[src/sv/jhm_pkg.sv]
// Shared types and constants for the joint histogram block.
`timescale 1ns / 1ps
`default_nettype none

package jhm_pkg;

	// Fixed field widths of the ports
	localparam int FUNC_W       = 2;
	localparam int PCT_W        = 16;
	localparam int BIN_W        = 8;
	localparam int COUNT_PORT_W = 24;
	localparam int SUM_W        = 32;

	// Command codes
	localparam logic [FUNC_W-1:0] FUNC_OBSERVE = 2'd0;
	localparam logic [FUNC_W-1:0] FUNC_READ    = 2'd1;
	localparam logic [FUNC_W-1:0] FUNC_WRITE   = 2'd2;

	// Entries between front and back
	localparam int QUEUE_DEPTH = 2;

	// Classified command as it travels from front to back
	typedef struct packed {
		logic [FUNC_W-1:0]       func;
		logic [BIN_W-1:0]        col;
		logic [BIN_W-1:0]        row;
		logic [COUNT_PORT_W-1:0] wval;
	} op_t;

	// Queue occupancy flags
	typedef struct packed {
		logic full;
		logic empty;
	} queue_status_t;

endpackage

`default_nettype wire

[src/sv/jhm_front.sv]
// Front end: quantizes percentages into bins, clamps indexes, saturates write counts.
`timescale 1ns / 1ps
`default_nettype none

module jhm_front #(
	parameter int BINS       = 256,
	parameter int COUNT_BITS = 24
) (
	input  logic [jhm_pkg::FUNC_W-1:0]              func,
	input  logic signed [jhm_pkg::PCT_W-1:0]        x_percent,
	input  logic signed [jhm_pkg::PCT_W-1:0]        y_percent,
	input  logic [jhm_pkg::BIN_W-1:0]               col_select,
	input  logic [jhm_pkg::BIN_W-1:0]               row_select,
	input  logic [jhm_pkg::COUNT_PORT_W-1:0]        write_count,
	output jhm_pkg::op_t                            op
);
	import jhm_pkg::*;

	localparam longint unsigned COUNT_MAX = (64'd1 << COUNT_BITS) - 64'd1;

	// Limit a bin index to the last bin of the table
	function automatic logic [BIN_W-1:0] clamp_bin(input logic [BIN_W-1:0] b);
		logic [BIN_W-1:0] r;
		if (32'(b) >= 32'(BINS)) begin
			r = BIN_W'(BINS - 1);
		end else begin
			r = b;
		end
		return r;
	endfunction

	// Half-percent bin: zero at or below zero, odd bin for fractions in (0, 1/2]
	function automatic logic [BIN_W-1:0] pct_to_bin(input logic signed [PCT_W-1:0] v);
		logic [BIN_W-1:0] b;
		if (v <= 0) begin
			b = '0;
		end else if (v[7:0] != 8'd0 && v[7:0] <= 8'd128) begin
			b = {v[14:8], 1'b1};
		end else begin
			b = {v[14:8], 1'b0};
		end
		return clamp_bin(b);
	endfunction

	logic [COUNT_PORT_W-1:0] wval_sat;

	// Saturate an oversized write count to the cell maximum
	always_comb begin
		if (64'(write_count) > COUNT_MAX) begin
			wval_sat = COUNT_PORT_W'(COUNT_MAX);
		end else begin
			wval_sat = write_count;
		end
	end

	// Classify the command; the unused code behaves as a read
	always_comb begin
		op.wval = wval_sat;
		unique case (func)
			FUNC_OBSERVE: begin
				op.func = FUNC_OBSERVE;
				op.col  = pct_to_bin(x_percent);
				op.row  = pct_to_bin(y_percent);
			end
			FUNC_WRITE: begin
				op.func = FUNC_WRITE;
				op.col  = clamp_bin(col_select);
				op.row  = clamp_bin(row_select);
			end
			default: begin
				op.func = FUNC_READ;
				op.col  = clamp_bin(col_select);
				op.row  = clamp_bin(row_select);
			end
		endcase
	end

endmodule

`default_nettype wire

[config.mk]
export PLATFORM = sky130hd
export DESIGN_NAME = jhm_front
export DESIGN_NICKNAME = d
export VERILOG_FILES = /design/src/sv/jhm_pkg.sv /design/src/sv/jhm_front.sv
export SDC_FILE = /design/constraint.sdc
export NUM_CORES = 1
export LEC_CHECK = 0
export ABC_AREA = 1
export BUFFER_PORTS_ARGS = -buffer_cell sky130_fd_sc_hd__buf_4
export CORE_MARGIN = 2
export CORE_UTILIZATION = 31
export DETAILED_ROUTE_END_ITERATION = 10
export MAX_ROUTING_LAYER = met4
export PLACE_DENSITY = 0.95
export SYNTH_ARGS = -nofsm -noshare
export SYNTH_HDL_FRONTEND = slang
export SYNTH_SLANG_ARGS = --single-unit
[constraint.sdc]
create_clock -name vclk -period 1.3
set_input_delay 0.26 -clock vclk [all_inputs]
set_output_delay 0.26 -clock vclk [all_outputs]
set_load 0.05 [all_outputs]
==> qor.yml <==
wl_mm: 2.645
arrival_ns: 1.13
fillCellCount: 170
rsz0062_at_grt: "true"
vdd_drop_max_mv: 0.3124
wl_met2_mm: 1.626
critPathTopFamily: "simple AND/OR/NAND/NOR gates"
hold_buffers: 0
drc: 0
synth_most_common_cell: "nand2_1"
synth_cell_type_count: 10
hold_slack_ns: 0.5200
start_util: 0.3379
hold_viol: 0
fp.dieW_um: 50.95
required_ns: 1.04
gp_congestion: 0.7070
avgSynthCellArea_um2: 4.494
vias: 998
synth_area_leaders: "nand2_1 32%, buf_4 26%, nor2_1 21%, inv_1 10%, nor2_2 2.7%"
syn_area_um2: 683.2
die_y_um: 50.95
core-area_mm2: 0.002022
start_kind: "input pin"
areaGrowthSynthToFinish_pct: 118.1
period_needed_ns: 1.390
fin_nets: 273
slowest_delay_ns: 0.15
slew-limit-headroom: 0.8160
p_leak_nw: 0.7829
crit_path_end_kind: "output pin"
ys_warn_count: 0
stdcell_count: 224
powerDensity_mw_per_mm2: 416.1
worst-path-buf-inv: 3
syn_inst: 152
crit_chain: "buf_4, nor2_4, inv_6, nor2_1, nand2_1, nand2_2, buf_6"
critPathKind: "in -> out"
overflow: 0
met3_length_um: 169
timing.final.crit_share: 1.069
synth_top_area_frac: 0.3187
die_area_mm2: 0.002595
syn_nets: 226
grt_usage: 0.1955
yosys.area.top_type: "nand2_1"
path_max_fanout: 30
cp_slowest_cell: "nor2_4"
place_inst: 224
setup_violations: 16
layout-drive-gt1-share: 0.6345
wl_per_cell_um: 11.81
status: "complete, but fails checks"
grt_pass1_wl_mm: 3.926
p_total_mw: 0.6201
diodes: 0
grt_max_degree: 31
hp-class: "in -> out"
drv_slew: 0
row_count: 16
seq_cells: 0
routed.top_layer: "met4"
failed_checks: "negative setup slack"
port_buffers: 68
max_slew.worst_pin.slew_ns: 0.2754
worst_slack_ns: -0.08997
max_cap_violations: 0
ff_latch_area_um2: 0
drt_iter0_drc: 10
firstDrtPassIters: 4
max_clock_freq_mhz: 719.4
grt_pass1_vias: 956
clkbuf_count: 0
synth_seq_area_share: 0
hpwl_mm: 1.594
netlist_top_cells_count: "58 x nand2_1, 39 x nor2_1, 24 x buf_4"
antenna_found_initial: 0
viasPerCell: 4.455
ios: 116
ant_nets: 0
met1Wirelength_um: 784
## area by class of cell
| class | instances | area, um^2 | area share |
|---|---|---|---|
| inverters | 20 | 80.08 | 0.05374 |
| multi-input cells | 104 | 625.6 | 0.4198 |
| well taps | 27 | 33.78 | 0.02267 |
| repair buffers | 73 | 750.7 | 0.5038 |
## what timing repair did
item	CTS	global route
cloned	0	0
pin swaps	27	19
hold endpoints to repair	0	0
endpoints found under the setup margin	16	16
gates resized for setup	73	33
buffers inserted	0	0
## kinds of logic after synthesis
family          count (synthesis)  synth area share
simple gates                  100            0.5604
buf+inv                        48            0.3993
compound gates                  4           0.04030
## layout by cell type (no fill, tap or decap), types with 9 or more instances in the layout
master	n
nand2_1	33
buf_4	32
buf_6	28
nand2_2	23
inv_1	19
nor2_1	18
nor2_4	15
buf_8	13
nor2_2	9
## report_power, final
group          total (mW)  leakage (nW)  internal (mW)  switching (mW)
registers               0             0              0               0
clock network           0             0              0               0
logic               0.620         0.783          0.291           0.329
total               0.620         0.783          0.291           0.329
## worst paths after layout
check,startpoint,endpoint,slack [ns],cells after the start
max,func[1],op[37],-0.09,7
min,write_count[17],op[17],0.52,0
## metal layers
metal / global-route usage / up-vias
met5: - / -
met4: 0.09009 / 0
met3: 0.02339 / 12
met2: 0.4069 / 45
met1: 0.1684 / 435
li1: - / 506
## per-stage QoR
stage	worst slack [ns]	setup TNS (ns)	utilization	cell area (um^2)
CTS	-0.04792	-0.4173	0.6795	1374
floorplan	0.05731	0	-	723.2
finish	-0.08997	-0.8693	0.7370	1490
global route	-0.1495	-1.865	0.7370	1490
global placement	-0.1624	-2.528	0.5476	1107
detailed placement	-0.1932	-2.758	0.5476	1107
(Power assumes the default switching activity.)
