==> config.mk <==
export PLATFORM = sky130hd
export DESIGN_NAME = jhm_queue
export DESIGN_NICKNAME = d
export VERILOG_FILES = /design/src/sv/jhm_pkg.sv /design/src/sv/jhm_queue.sv
export SDC_FILE = /design/constraint.sdc
export NUM_CORES = 1
export LEC_CHECK = 0
export BUFFER_PORTS_ARGS = -buffer_cell sky130_fd_sc_hd__buf_2
export CORE_UTILIZATION = 47
export CTS_BUF_LIST = sky130_fd_sc_hd__clkbuf_4 sky130_fd_sc_hd__clkbuf_8
export CTS_CLUSTER_SIZE = 16
export DETAILED_ROUTE_END_ITERATION = 10
export GPL_TIMING_DRIVEN = 0
export MAX_ROUTING_LAYER = met4
export PLACE_DENSITY = 0.77
export RECOVER_POWER = 25
export REMOVE_ABC_BUFFERS = 1
export SYNTH_ARGS = -nofsm -noshare
export SYNTH_HDL_FRONTEND = slang
export SYNTH_SLANG_ARGS = --single-unit
==> constraint.sdc <==
create_clock -name clk -period 3.2 [get_ports clk]
set_clock_uncertainty 0.2 [all_clocks]
set_input_delay 0.16 -clock clk [delete_from_list [all_inputs] [get_ports clk]]
set_output_delay 0.16 -clock clk [all_outputs]
set_load 0.01 [all_outputs]
==> src/sv/jhm_pkg.sv <==
// Shared types and constants for the joint histogram block.
`timescale 1ns / 1ps
`default_nettype none

package jhm_pkg;

	// Fixed field widths of the ports
	localparam int FUNC_W       = 2;
	localparam int PCT_W        = 16;
	localparam int BIN_W        = 8;
	localparam int COUNT_PORT_W = 24;
	localparam int SUM_W        = 32;

	// Command codes
	localparam logic [FUNC_W-1:0] FUNC_OBSERVE = 2'd0;
	localparam logic [FUNC_W-1:0] FUNC_READ    = 2'd1;
	localparam logic [FUNC_W-1:0] FUNC_WRITE   = 2'd2;

	// Entries between front and back
	localparam int QUEUE_DEPTH = 2;

	// Classified command as it travels from front to back
	typedef struct packed {
		logic [FUNC_W-1:0]       func;
		logic [BIN_W-1:0]        col;
		logic [BIN_W-1:0]        row;
		logic [COUNT_PORT_W-1:0] wval;
	} op_t;

	// Queue occupancy flags
	typedef struct packed {
		logic full;
		logic empty;
	} queue_status_t;

endpackage

`default_nettype wire

==> src/sv/jhm_queue.sv <==
// Short command queue between the front end and the update engine.
`timescale 1ns / 1ps
`default_nettype none

module jhm_queue (
	input  logic                   clk,
	input  logic                   arst_n,
	input  logic                   push,
	input  jhm_pkg::op_t           din,
	input  logic                   pop,
	output jhm_pkg::op_t           dout,
	output jhm_pkg::queue_status_t status
);
	import jhm_pkg::*;

	localparam int PTR_W = (QUEUE_DEPTH > 1) ? $clog2(QUEUE_DEPTH) : 1;
	localparam int CNT_W = $clog2(QUEUE_DEPTH + 1);

	op_t              entry_q [QUEUE_DEPTH];
	logic [PTR_W-1:0] wr_ptr_q;
	logic [PTR_W-1:0] rd_ptr_q;
	logic [CNT_W-1:0] count_q;

	function automatic logic [PTR_W-1:0] next_ptr(input logic [PTR_W-1:0] p);
		logic [PTR_W-1:0] r;
		if (p == PTR_W'(QUEUE_DEPTH - 1)) begin
			r = '0;
		end else begin
			r = p + PTR_W'(1);
		end
		return r;
	endfunction

	assign dout         = entry_q[rd_ptr_q];
	assign status.full  = (count_q == CNT_W'(QUEUE_DEPTH));
	assign status.empty = (count_q == '0);

	// Store the incoming beat
	always_ff @(posedge clk) begin
		if (push) begin
			entry_q[wr_ptr_q] <= din;
		end
	end

	// Advance pointers and occupancy
	always_ff @(posedge clk or negedge arst_n) begin
		if (!arst_n) begin
			wr_ptr_q <= '0;
			rd_ptr_q <= '0;
			count_q  <= '0;
		end else begin
			if (push) begin
				wr_ptr_q <= next_ptr(wr_ptr_q);
			end
			if (pop) begin
				rd_ptr_q <= next_ptr(rd_ptr_q);
			end
			unique case ({push, pop})
				2'b10:   count_q <= count_q + CNT_W'(1);
				2'b01:   count_q <= count_q - CNT_W'(1);
				default: count_q <= count_q;
			endcase
		end
	end

endmodule

`default_nettype wire

==> results of run 1 <==
sequential cells by signal (all words and copies together) (netlist names):
register,flops
count_q,2
rd_ptr_q,1
wr_ptr_q,1
entry_q,84
synthesized netlist by cell type:
master	count
sky130_fd_sc_hd__buf_12	4
sky130_fd_sc_hd__xor2_1	3
sky130_fd_sc_hd__nor2_1	3
sky130_fd_sc_hd__nor2b_1	1
sky130_fd_sc_hd__dfrtp_1	4
sky130_fd_sc_hd__and2_1	1
sky130_fd_sc_hd__buf_6	1
sky130_fd_sc_hd__inv_1	1
sky130_fd_sc_hd__mux2_4	39
sky130_fd_sc_hd__xnor2_1	2
sky130_fd_sc_hd__mux2_2	3
sky130_fd_sc_hd__ha_1	1
sky130_fd_sc_hd__edfxtp_1	84
timing repair:
item,4_1_cts,5_1_grt
hold endpoints to repair,91,0
buffers inserted,0,0
hold buffers,46,0
report_power, final:
part | leakage [nW] | internal [mW] | switching (mW) | total, mW
registers | 0.834 | 1.53 | 0.135 | 1.67
logic | 0.891 | 0.653 | 0.522 | 1.18
clock network | 0.114 | 0.450 | 0.393 | 0.842
total | 1.84 | 2.63 | 1.05 | 3.68
metrics by stage:
| stage | worst slack (ps) | power, mW | instances | utilization |
|---|---|---|---|---|
| floorplan | 402 | 2.44 | 142 | - |
| global placement | -614 | 2.83 | 327 | 0.563 |
| detailed placement | 1300 | 2.84 | 330 | 0.574 |
| CTS | 918 | 3.72 | 392 | 0.673 |
| global route | 838 | 3.86 | 392 | 0.669 |
| finish | 924 | 3.68 | 392 | 0.669 |
worst register-to-register path, cell delays in order, from the launching register on:
cell and delay (ps):
sky130_fd_sc_hd__dfrtp_1 430, sky130_fd_sc_hd__and2_2 420, sky130_fd_sc_hd__buf_12 250
metal layers:
metal  part of all wire  track usage  wire length (um)
met1               0.41        0.193              2390
met3              0.051       0.0436               300
met5                  0            -                 0
met2               0.52        0.279              3070
met4              0.017       0.0641               102
cell type report:
| class | instances | area share |
|---|---|---|
| Sequential cell | 88 | 0.568 |
| Timing Repair Buffer | 138 | 0.204 |
| Multi-Input combinational cell | 53 | 0.153 |
| Clock buffer | 9 | 0.0268 |
| Tap cell | 96 | 0.0260 |
| Clock inverter | 7 | 0.0219 |
| Inverter | 1 | 0.000812 |
final timing paths:
kind,start,end,slack [ps],cells past startpoint
max,rd_ptr_q,dout[24],920,3
min,count_q[1],count_q[1],300,1
max reg2reg,wr_ptr_q,entry_q[1][24],1580,2
min reg2reg,count_q[1],count_q[1],300,1
max in group asynchronous,arst_n,rd_ptr_q,2100,3
min in group asynchronous,arst_n,wr_ptr_q,510,3
kinds of logic (layout without fill, tap and decap cells):
logic type / count (synthesis) / after routing / share of synthesized area
DFF: 88 / 88 / 0.767
muxes: 42 / 42 / 0.181
buffers and inverters: 6 / 155 / 0.0278
xor gates and xnor gates: 5 / 5 / 0.0128
and+or+nand+nor: 5 / 5 / 0.00696
adders and majority gates: 1 / 1 / 0.00366
==> metrics.txt, run 1 <==
# TYPE chip_impl_metric gauge
chip_impl_info{name="status",value="finished clean"} 1
chip_impl_metric{name="clkSinkCount",unit=""} 88
chip_impl_metric{name="fin_tns_setup",unit="ps"} 0
chip_impl_metric{name="grt_start_max_net_pins",unit=""} 30
chip_impl_metric{name="sequential_cell_area",unit="um2"} 2620
chip_impl_metric{name="rows",unit=""} 30
chip_impl_info{name="final_cell_mix",value="sky130_fd_sc_hd__edfxtp_1 (84), sky130_fd_sc_hd__buf_2 (67), sky130_fd_sc_hd__dlygate4sd3_1 (46)"} 1
chip_impl_metric{name="clk_transition_reported_paths",unit="ps"} 80
chip_impl_metric{name="synthesis_stage_register_bit_count",unit=""} 88
chip_impl_info{name="clockRootBuffer",value="sky130_fd_sc_hd__clkbuf_8"} 1
chip_impl_metric{name="chipHeight",unit="um"} 87.3
chip_impl_metric{name="finalSetupViolations",unit=""} 0
chip_impl_info{name="final_common_cell",value="sky130_fd_sc_hd__edfxtp_1"} 1
chip_impl_metric{name="yosys.area.top_type_share",unit=""} 0.738
chip_impl_info{name="timing_worst_setup_path_type",value="reg -> out"} 1
chip_impl_metric{name="groute.usage.overall",unit=""} 0.167
chip_impl_metric{name="synthToLayoutAreaGrowth",unit="%"} 35.3
chip_impl_metric{name="htreeDepth",unit=""} 3
chip_impl_metric{name="holdWs",unit="ps"} 302
chip_impl_info{name="worst_setup_path_end_kind",value="output pin"} 1
chip_impl_metric{name="synth.avg_cell_area",unit="um2"} 23.2
chip_impl_metric{name="dpl-instance-area",unit="um2"} 3960
chip_impl_metric{name="gp_routability_congestion",unit=""} 0.663
chip_impl_metric{name="clock_buffer_count_from_cts",unit=""} 9
chip_impl_metric{name="maxCapViolCount",unit=""} 0
chip_impl_info{name="crit_family",value="flip-flops"} 1
chip_impl_metric{name="n_fill_cell",unit=""} 500
chip_impl_metric{name="cell_count_after_synthesis",unit=""} 147
chip_impl_metric{name="clk_latency",unit="ps"} 340
chip_impl_info{name="rsz0062_at_grt",value="no"} 1
chip_impl_metric{name="timing.critical_path.buf_inv",unit=""} 2
chip_impl_metric{name="unique_cell_type_count_in_the_yosys_netlist",unit=""} 13
chip_impl_metric{name="initial_antenna_violation_count",unit=""} 0
chip_impl_metric{name="yosys_warnings",unit=""} 0
chip_impl_metric{name="critical_path_arrival",unit="ps"} 1920
chip_impl_metric{name="required_arrival_time_at_the_worst_endpoint",unit="ps"} 2840
chip_impl_metric{name="synth_seq_area_share",unit=""} 0.767
chip_impl_metric{name="worst_slew_margin_rel",unit=""} 0.602
chip_impl_info{name="hold_class",value="reg -> reg"} 1
chip_impl_metric{name="worst-path-max-fanout",unit=""} 26
chip_impl_metric{name="drt-wirelength-per-cell",unit="um"} 15.0
chip_impl_metric{name="post_cts.resized_instances",unit=""} 0
chip_impl_info{name="cpMaxStageDelayCell",value="sky130_fd_sc_hd__dfrtp_2"} 1
chip_impl_metric{name="cp_slowest_stage_delay",unit="ps"} 760
chip_impl_metric{name="nNetsFinal",unit=""} 338
chip_impl_metric{name="power_per_cell_area",unit="nW/um2"} 797
chip_impl_metric{name="multi_input_area",unit="um2"} 708
chip_impl_metric{name="finalHoldViolCount",unit=""} 0
chip_impl_metric{name="globalRouteOverflowTotal",unit=""} 0
chip_impl_metric{name="fmaxAchievable",unit="MHz"} 439
chip_impl_metric{name="via_per_inst",unit=""} 4.60
chip_impl_metric{name="timing.final.crit_share",unit=""} 0.711
chip_impl_metric{name="placeableCoreArea",unit="um2"} 6910
chip_impl_metric{name="proportion_of_layout_cells_with_a_drive_suffix_above_1",unit=""} 0.446
chip_impl_metric{name="static-leakage-power",unit="nW"} 1.84
chip_impl_info{name="cp-start-kind",value="flip-flop"} 1
chip_impl_info{name="yosys.area.top_type",value="sky130_fd_sc_hd__edfxtp_1"} 1
chip_impl_metric{name="buffers_added_on_ports",unit=""} 89
chip_impl_metric{name="dr_total_vias",unit=""} 1802
chip_impl_metric{name="detail_route.iter0.violations",unit=""} 88
chip_impl_metric{name="die_w",unit="um"} 87.3
chip_impl_info{name="cts_tree",value="yes"} 1
chip_impl_metric{name="vdd_ir_drop_max",unit="uV"} 498
chip_impl_metric{name="drv_slew",unit=""} 0
chip_impl_metric{name="tightest_slew",unit="ps"} 597
chip_impl_metric{name="clockBufferDepth",unit=""} 2
chip_impl_metric{name="ioPinCount",unit=""} 90
chip_impl_metric{name="drt-pass1-iter-count",unit=""} 4
chip_impl_info{name="timing.critical_path.cells",value="buf_12 -> mux2_2 -> buf_2"} 1
chip_impl_metric{name="detail-route-antenna-nets",unit=""} 0
chip_impl_metric{name="layout.cell_area.non_filler",unit="um2"} 4620
chip_impl_metric{name="number_of_global_route_vias_before_repair",unit=""} 1842
chip_impl_metric{name="min_period",unit="ps"} 2280
chip_impl_metric{name="antenna_cells_inserted",unit=""} 0
chip_impl_metric{name="die_area",unit="um2"} 7620
chip_impl_metric{name="routed_wl",unit="mm"} 5.86
chip_impl_metric{name="hpwlAfterDp",unit="mm"} 3.55
chip_impl_metric{name="initial_utilization",unit=""} 0.495
chip_impl_metric{name="drt_drc_violations_left",unit=""} 0
chip_impl_info{name="yosys-top-cells-area",value="sky130_fd_sc_hd__edfxtp_1 (74%), sky130_fd_sc_hd__mux2_4 (17%), sky130_fd_sc_hd__dfrtp_1 (2.9%)"} 1
chip_impl_metric{name="synthesis.area",unit="um2"} 3420
chip_impl_metric{name="first_pass_grt_wire_length",unit="mm"} 8.90
Power figures use the tool's default switching activity.
==> run 2: changes to the inputs <==
==> constraint.sdc (replaced) <==
create_clock -name clk -period 2.1 [get_ports clk]
set_clock_uncertainty 0.2 [all_clocks]
set_input_delay 0.105 -clock clk [delete_from_list [all_inputs] [get_ports clk]]
set_output_delay 0.105 -clock clk [all_outputs]
set_load 0.01 [all_outputs]
==> run 2 against run 1 <==
Global-route usage is 0.085 points higher. Critical path depth stayed put. First-iteration DRC count is 4.5% lower. Worst hold slack worse by 18 ps. Non-clock buffer count is 1 higher. Cell area is 0.49% higher. Core utilization is 0.33 points higher.
==> metrics.txt, run 2 (synthesized netlist as in run 1, its figures left out) <==
# TYPE chip_impl_metric gauge
chip_impl_info{name="worst_setup_path_end_kind",value="output pin"} 1
chip_impl_metric{name="grt_start_max_net_pins",unit=""} 30
chip_impl_metric{name="tightest_slew",unit="ps"} 465
chip_impl_metric{name="vdd_ir_drop_max",unit="uV"} 757
chip_impl_metric{name="hpwlAfterDp",unit="mm"} 3.55
chip_impl_metric{name="proportion_of_layout_cells_with_a_drive_suffix_above_1",unit=""} 0.448
chip_impl_metric{name="drt-pass1-iter-count",unit=""} 4
chip_impl_info{name="final_common_cell",value="sky130_fd_sc_hd__edfxtp_1"} 1
chip_impl_metric{name="number_of_global_route_vias_before_repair",unit=""} 1849
chip_impl_metric{name="critical_path_arrival",unit="ps"} 1540
chip_impl_metric{name="finalSetupViolations",unit=""} 0
chip_impl_metric{name="sequentialPowerShare",unit=""} 0.435
chip_impl_info{name="rr_startpoint",value="wr_ptr_q"} 1
chip_impl_metric{name="drt_drc_violations_left",unit=""} 0
chip_impl_metric{name="chipHeight",unit="um"} 87.3
chip_impl_metric{name="holdWs",unit="ps"} 283
chip_impl_metric{name="placeableCoreArea",unit="um2"} 6910
chip_impl_metric{name="power_per_cell_area",unit="nW/um2"} 1220
chip_impl_metric{name="largest_register_ffs",unit=""} 84
chip_impl_metric{name="clock_buffer_count_from_cts",unit=""} 9
chip_impl_metric{name="dpl-instance-area",unit="um2"} 3960
chip_impl_info{name="hold_class",value="in -> reg"} 1
chip_impl_metric{name="clk_transition_reported_paths",unit="ps"} 100
chip_impl_metric{name="place_ws",unit="ps"} 250
chip_impl_metric{name="timing.critical_path.buf_inv",unit=""} 2
chip_impl_metric{name="timing.final.crit_share",unit=""} 0.876
chip_impl_metric{name="buffers_added_on_ports",unit=""} 89
chip_impl_metric{name="gp_routability_congestion",unit=""} 0.663
chip_impl_metric{name="p_switching",unit="mW"} 1.61
chip_impl_metric{name="rows",unit=""} 30
chip_impl_metric{name="globalRouteOverflowTotal",unit=""} 0
chip_impl_metric{name="power.share.clock",unit=""} 0.226
chip_impl_metric{name="fin_total_pwr",unit="mW"} 5.66
chip_impl_metric{name="worst-path-max-fanout",unit=""} 26
chip_impl_info{name="hold_start",value="din[21]"} 1
chip_impl_metric{name="fmaxAchievable",unit="MHz"} 543
chip_impl_metric{name="power_switching_share",unit=""} 0.284
chip_impl_metric{name="ioPinCount",unit=""} 90
chip_impl_metric{name="reg2reg_depth",unit=""} 2
chip_impl_info{name="cts_tree",value="yes"} 1
chip_impl_metric{name="intPower",unit="mW"} 4.05
chip_impl_metric{name="via_per_inst",unit=""} 4.61
chip_impl_metric{name="static-leakage-power",unit="nW"} 1.85
chip_impl_metric{name="n_fill_cell",unit=""} 498
chip_impl_metric{name="layout.cell_area.non_filler",unit="um2"} 4640
chip_impl_info{name="startpoint",value="rd_ptr_q"} 1
chip_impl_metric{name="finalHoldViolCount",unit=""} 0
chip_impl_metric{name="clkSinkCount",unit=""} 88
chip_impl_info{name="largest_registers",value="entry_q (84), count_q (2)"} 1
chip_impl_metric{name="dr_total_vias",unit=""} 1810
chip_impl_info{name="cpMaxStageDelayCell",value="sky130_fd_sc_hd__dfrtp_4"} 1
chip_impl_metric{name="clockBufferDepth",unit=""} 2
chip_impl_metric{name="groute.usage.overall",unit=""} 0.168
chip_impl_metric{name="htreeDepth",unit=""} 3
chip_impl_metric{name="detail_route.iter0.violations",unit=""} 84
chip_impl_info{name="largest-register",value="entry_q"} 1
chip_impl_metric{name="comb_power_share",unit=""} 0.339
chip_impl_info{name="crit_family",value="flip-flops"} 1
chip_impl_info{name="cp-start-kind",value="flip-flop"} 1
chip_impl_metric{name="post-route-worst-setup-slack",unit="ps"} 260
chip_impl_metric{name="cp_slowest_stage_delay",unit="ps"} 450
chip_impl_info{name="rsz0062_at_grt",value="no"} 1
chip_impl_metric{name="required_arrival_time_at_the_worst_endpoint",unit="ps"} 1790
chip_impl_metric{name="initial_antenna_violation_count",unit=""} 0
chip_impl_metric{name="drv_slew",unit=""} 0
chip_impl_metric{name="antenna_cells_inserted",unit=""} 0
chip_impl_metric{name="critical_path_depth",unit=""} 3
chip_impl_metric{name="maxCapViolCount",unit=""} 0
chip_impl_info{name="timing.critical_path.cells",value="buf_12 -> mux2_2 -> buf_2"} 1
chip_impl_metric{name="die_area",unit="um2"} 7620
chip_impl_metric{name="die_w",unit="um"} 87.3
chip_impl_metric{name="first_pass_grt_wire_length",unit="mm"} 8.94
chip_impl_info{name="timing_worst_setup_path_type",value="reg -> out"} 1
chip_impl_metric{name="routed_wl",unit="mm"} 5.90
chip_impl_info{name="final_cell_mix",value="sky130_fd_sc_hd__edfxtp_1 (84), sky130_fd_sc_hd__buf_2 (67), sky130_fd_sc_hd__dlygate4sd3_1 (46)"} 1
chip_impl_metric{name="clk_latency",unit="ps"} 340
chip_impl_metric{name="initial_utilization",unit=""} 0.495
chip_impl_info{name="clockRootBuffer",value="sky130_fd_sc_hd__clkbuf_8"} 1
chip_impl_info{name="status",value="finished clean"} 1
chip_impl_metric{name="fin_tns_setup",unit="ps"} 0
chip_impl_metric{name="min_path_cells",unit=""} 2
chip_impl_metric{name="detail-route-antenna-nets",unit=""} 0
chip_impl_metric{name="multi_input_area",unit="um2"} 708
chip_impl_metric{name="sequential_cell_area",unit="um2"} 2630
chip_impl_metric{name="min_period",unit="ps"} 1840
chip_impl_metric{name="drt-wirelength-per-cell",unit="um"} 15.0
chip_impl_metric{name="synthToLayoutAreaGrowth",unit="%"} 35.9
chip_impl_metric{name="nNetsFinal",unit=""} 339
chip_impl_metric{name="worst_slew_margin_rel",unit=""} 0.689
[run 2: changes by cell type in the layout (fill, tap and decap cells not counted), sizes merged]
cell,change
buf,+1
[run 2: what timing repair did]
item | 4_1_cts | 5_1_grt
buffers inserted | 1 | 0
resized for setup | 1 | 0
endpoints found under the hold margin | 91 | 0
endpoints found under the setup margin | 26 | 0
hold buffers | 46 | 0
[run 2: area by class of cell]
type                            instances  area share
Inverter                                1    0.000808
Clock inverter                          7      0.0218
Clock buffer                            9      0.0267
Multi-Input combinational cell         53       0.152
Timing Repair Buffer                  139       0.207
Tap cell                               96      0.0259
Sequential cell                        88       0.565
[run 2: through the flow]
stage,util,std cells
after global routing,0.672,393
after global placement,0.563,327
after CTS,0.676,393
final,0.672,393
after detailed placement,0.574,330
after floorplan,-,142
[run 2: worst paths after layout]
check | slack [ps] | end
hold reg to reg | 300 | count_q[1]
setup reg to reg | 480 | entry_q[1][24]
min in group asynchronous | 450 | wr_ptr_q
max in group asynchronous | 1050 | rd_ptr_q
hold / removal | 280 | entry_q[1][21]
setup / recovery | 260 | dout[24]
[run 2: power by group through the flow]
stage	Clock [mW]	Sequential [mW]	Combinational [mW]
3_5_place_dp	0	2.58	1.74
2_1_floorplan	0	2.63	1.09
3_3_place_gp	0	2.71	1.60
5_1_grt	1.38	2.50	2.05
4_1_cts	1.31	2.46	1.93
6_report	1.28	2.46	1.92
[run 2: routing by layer]
metal,vias to the layer above,routed length (um),GRT usage,part of all wire
li1,863,-,-,-
met1,875,2410,0.193,0.41
met2,64,3070,0.282,0.52
met3,8,315,0.0436,0.053
met4,0,102,0.0641,0.017
met5,-,0,-,0
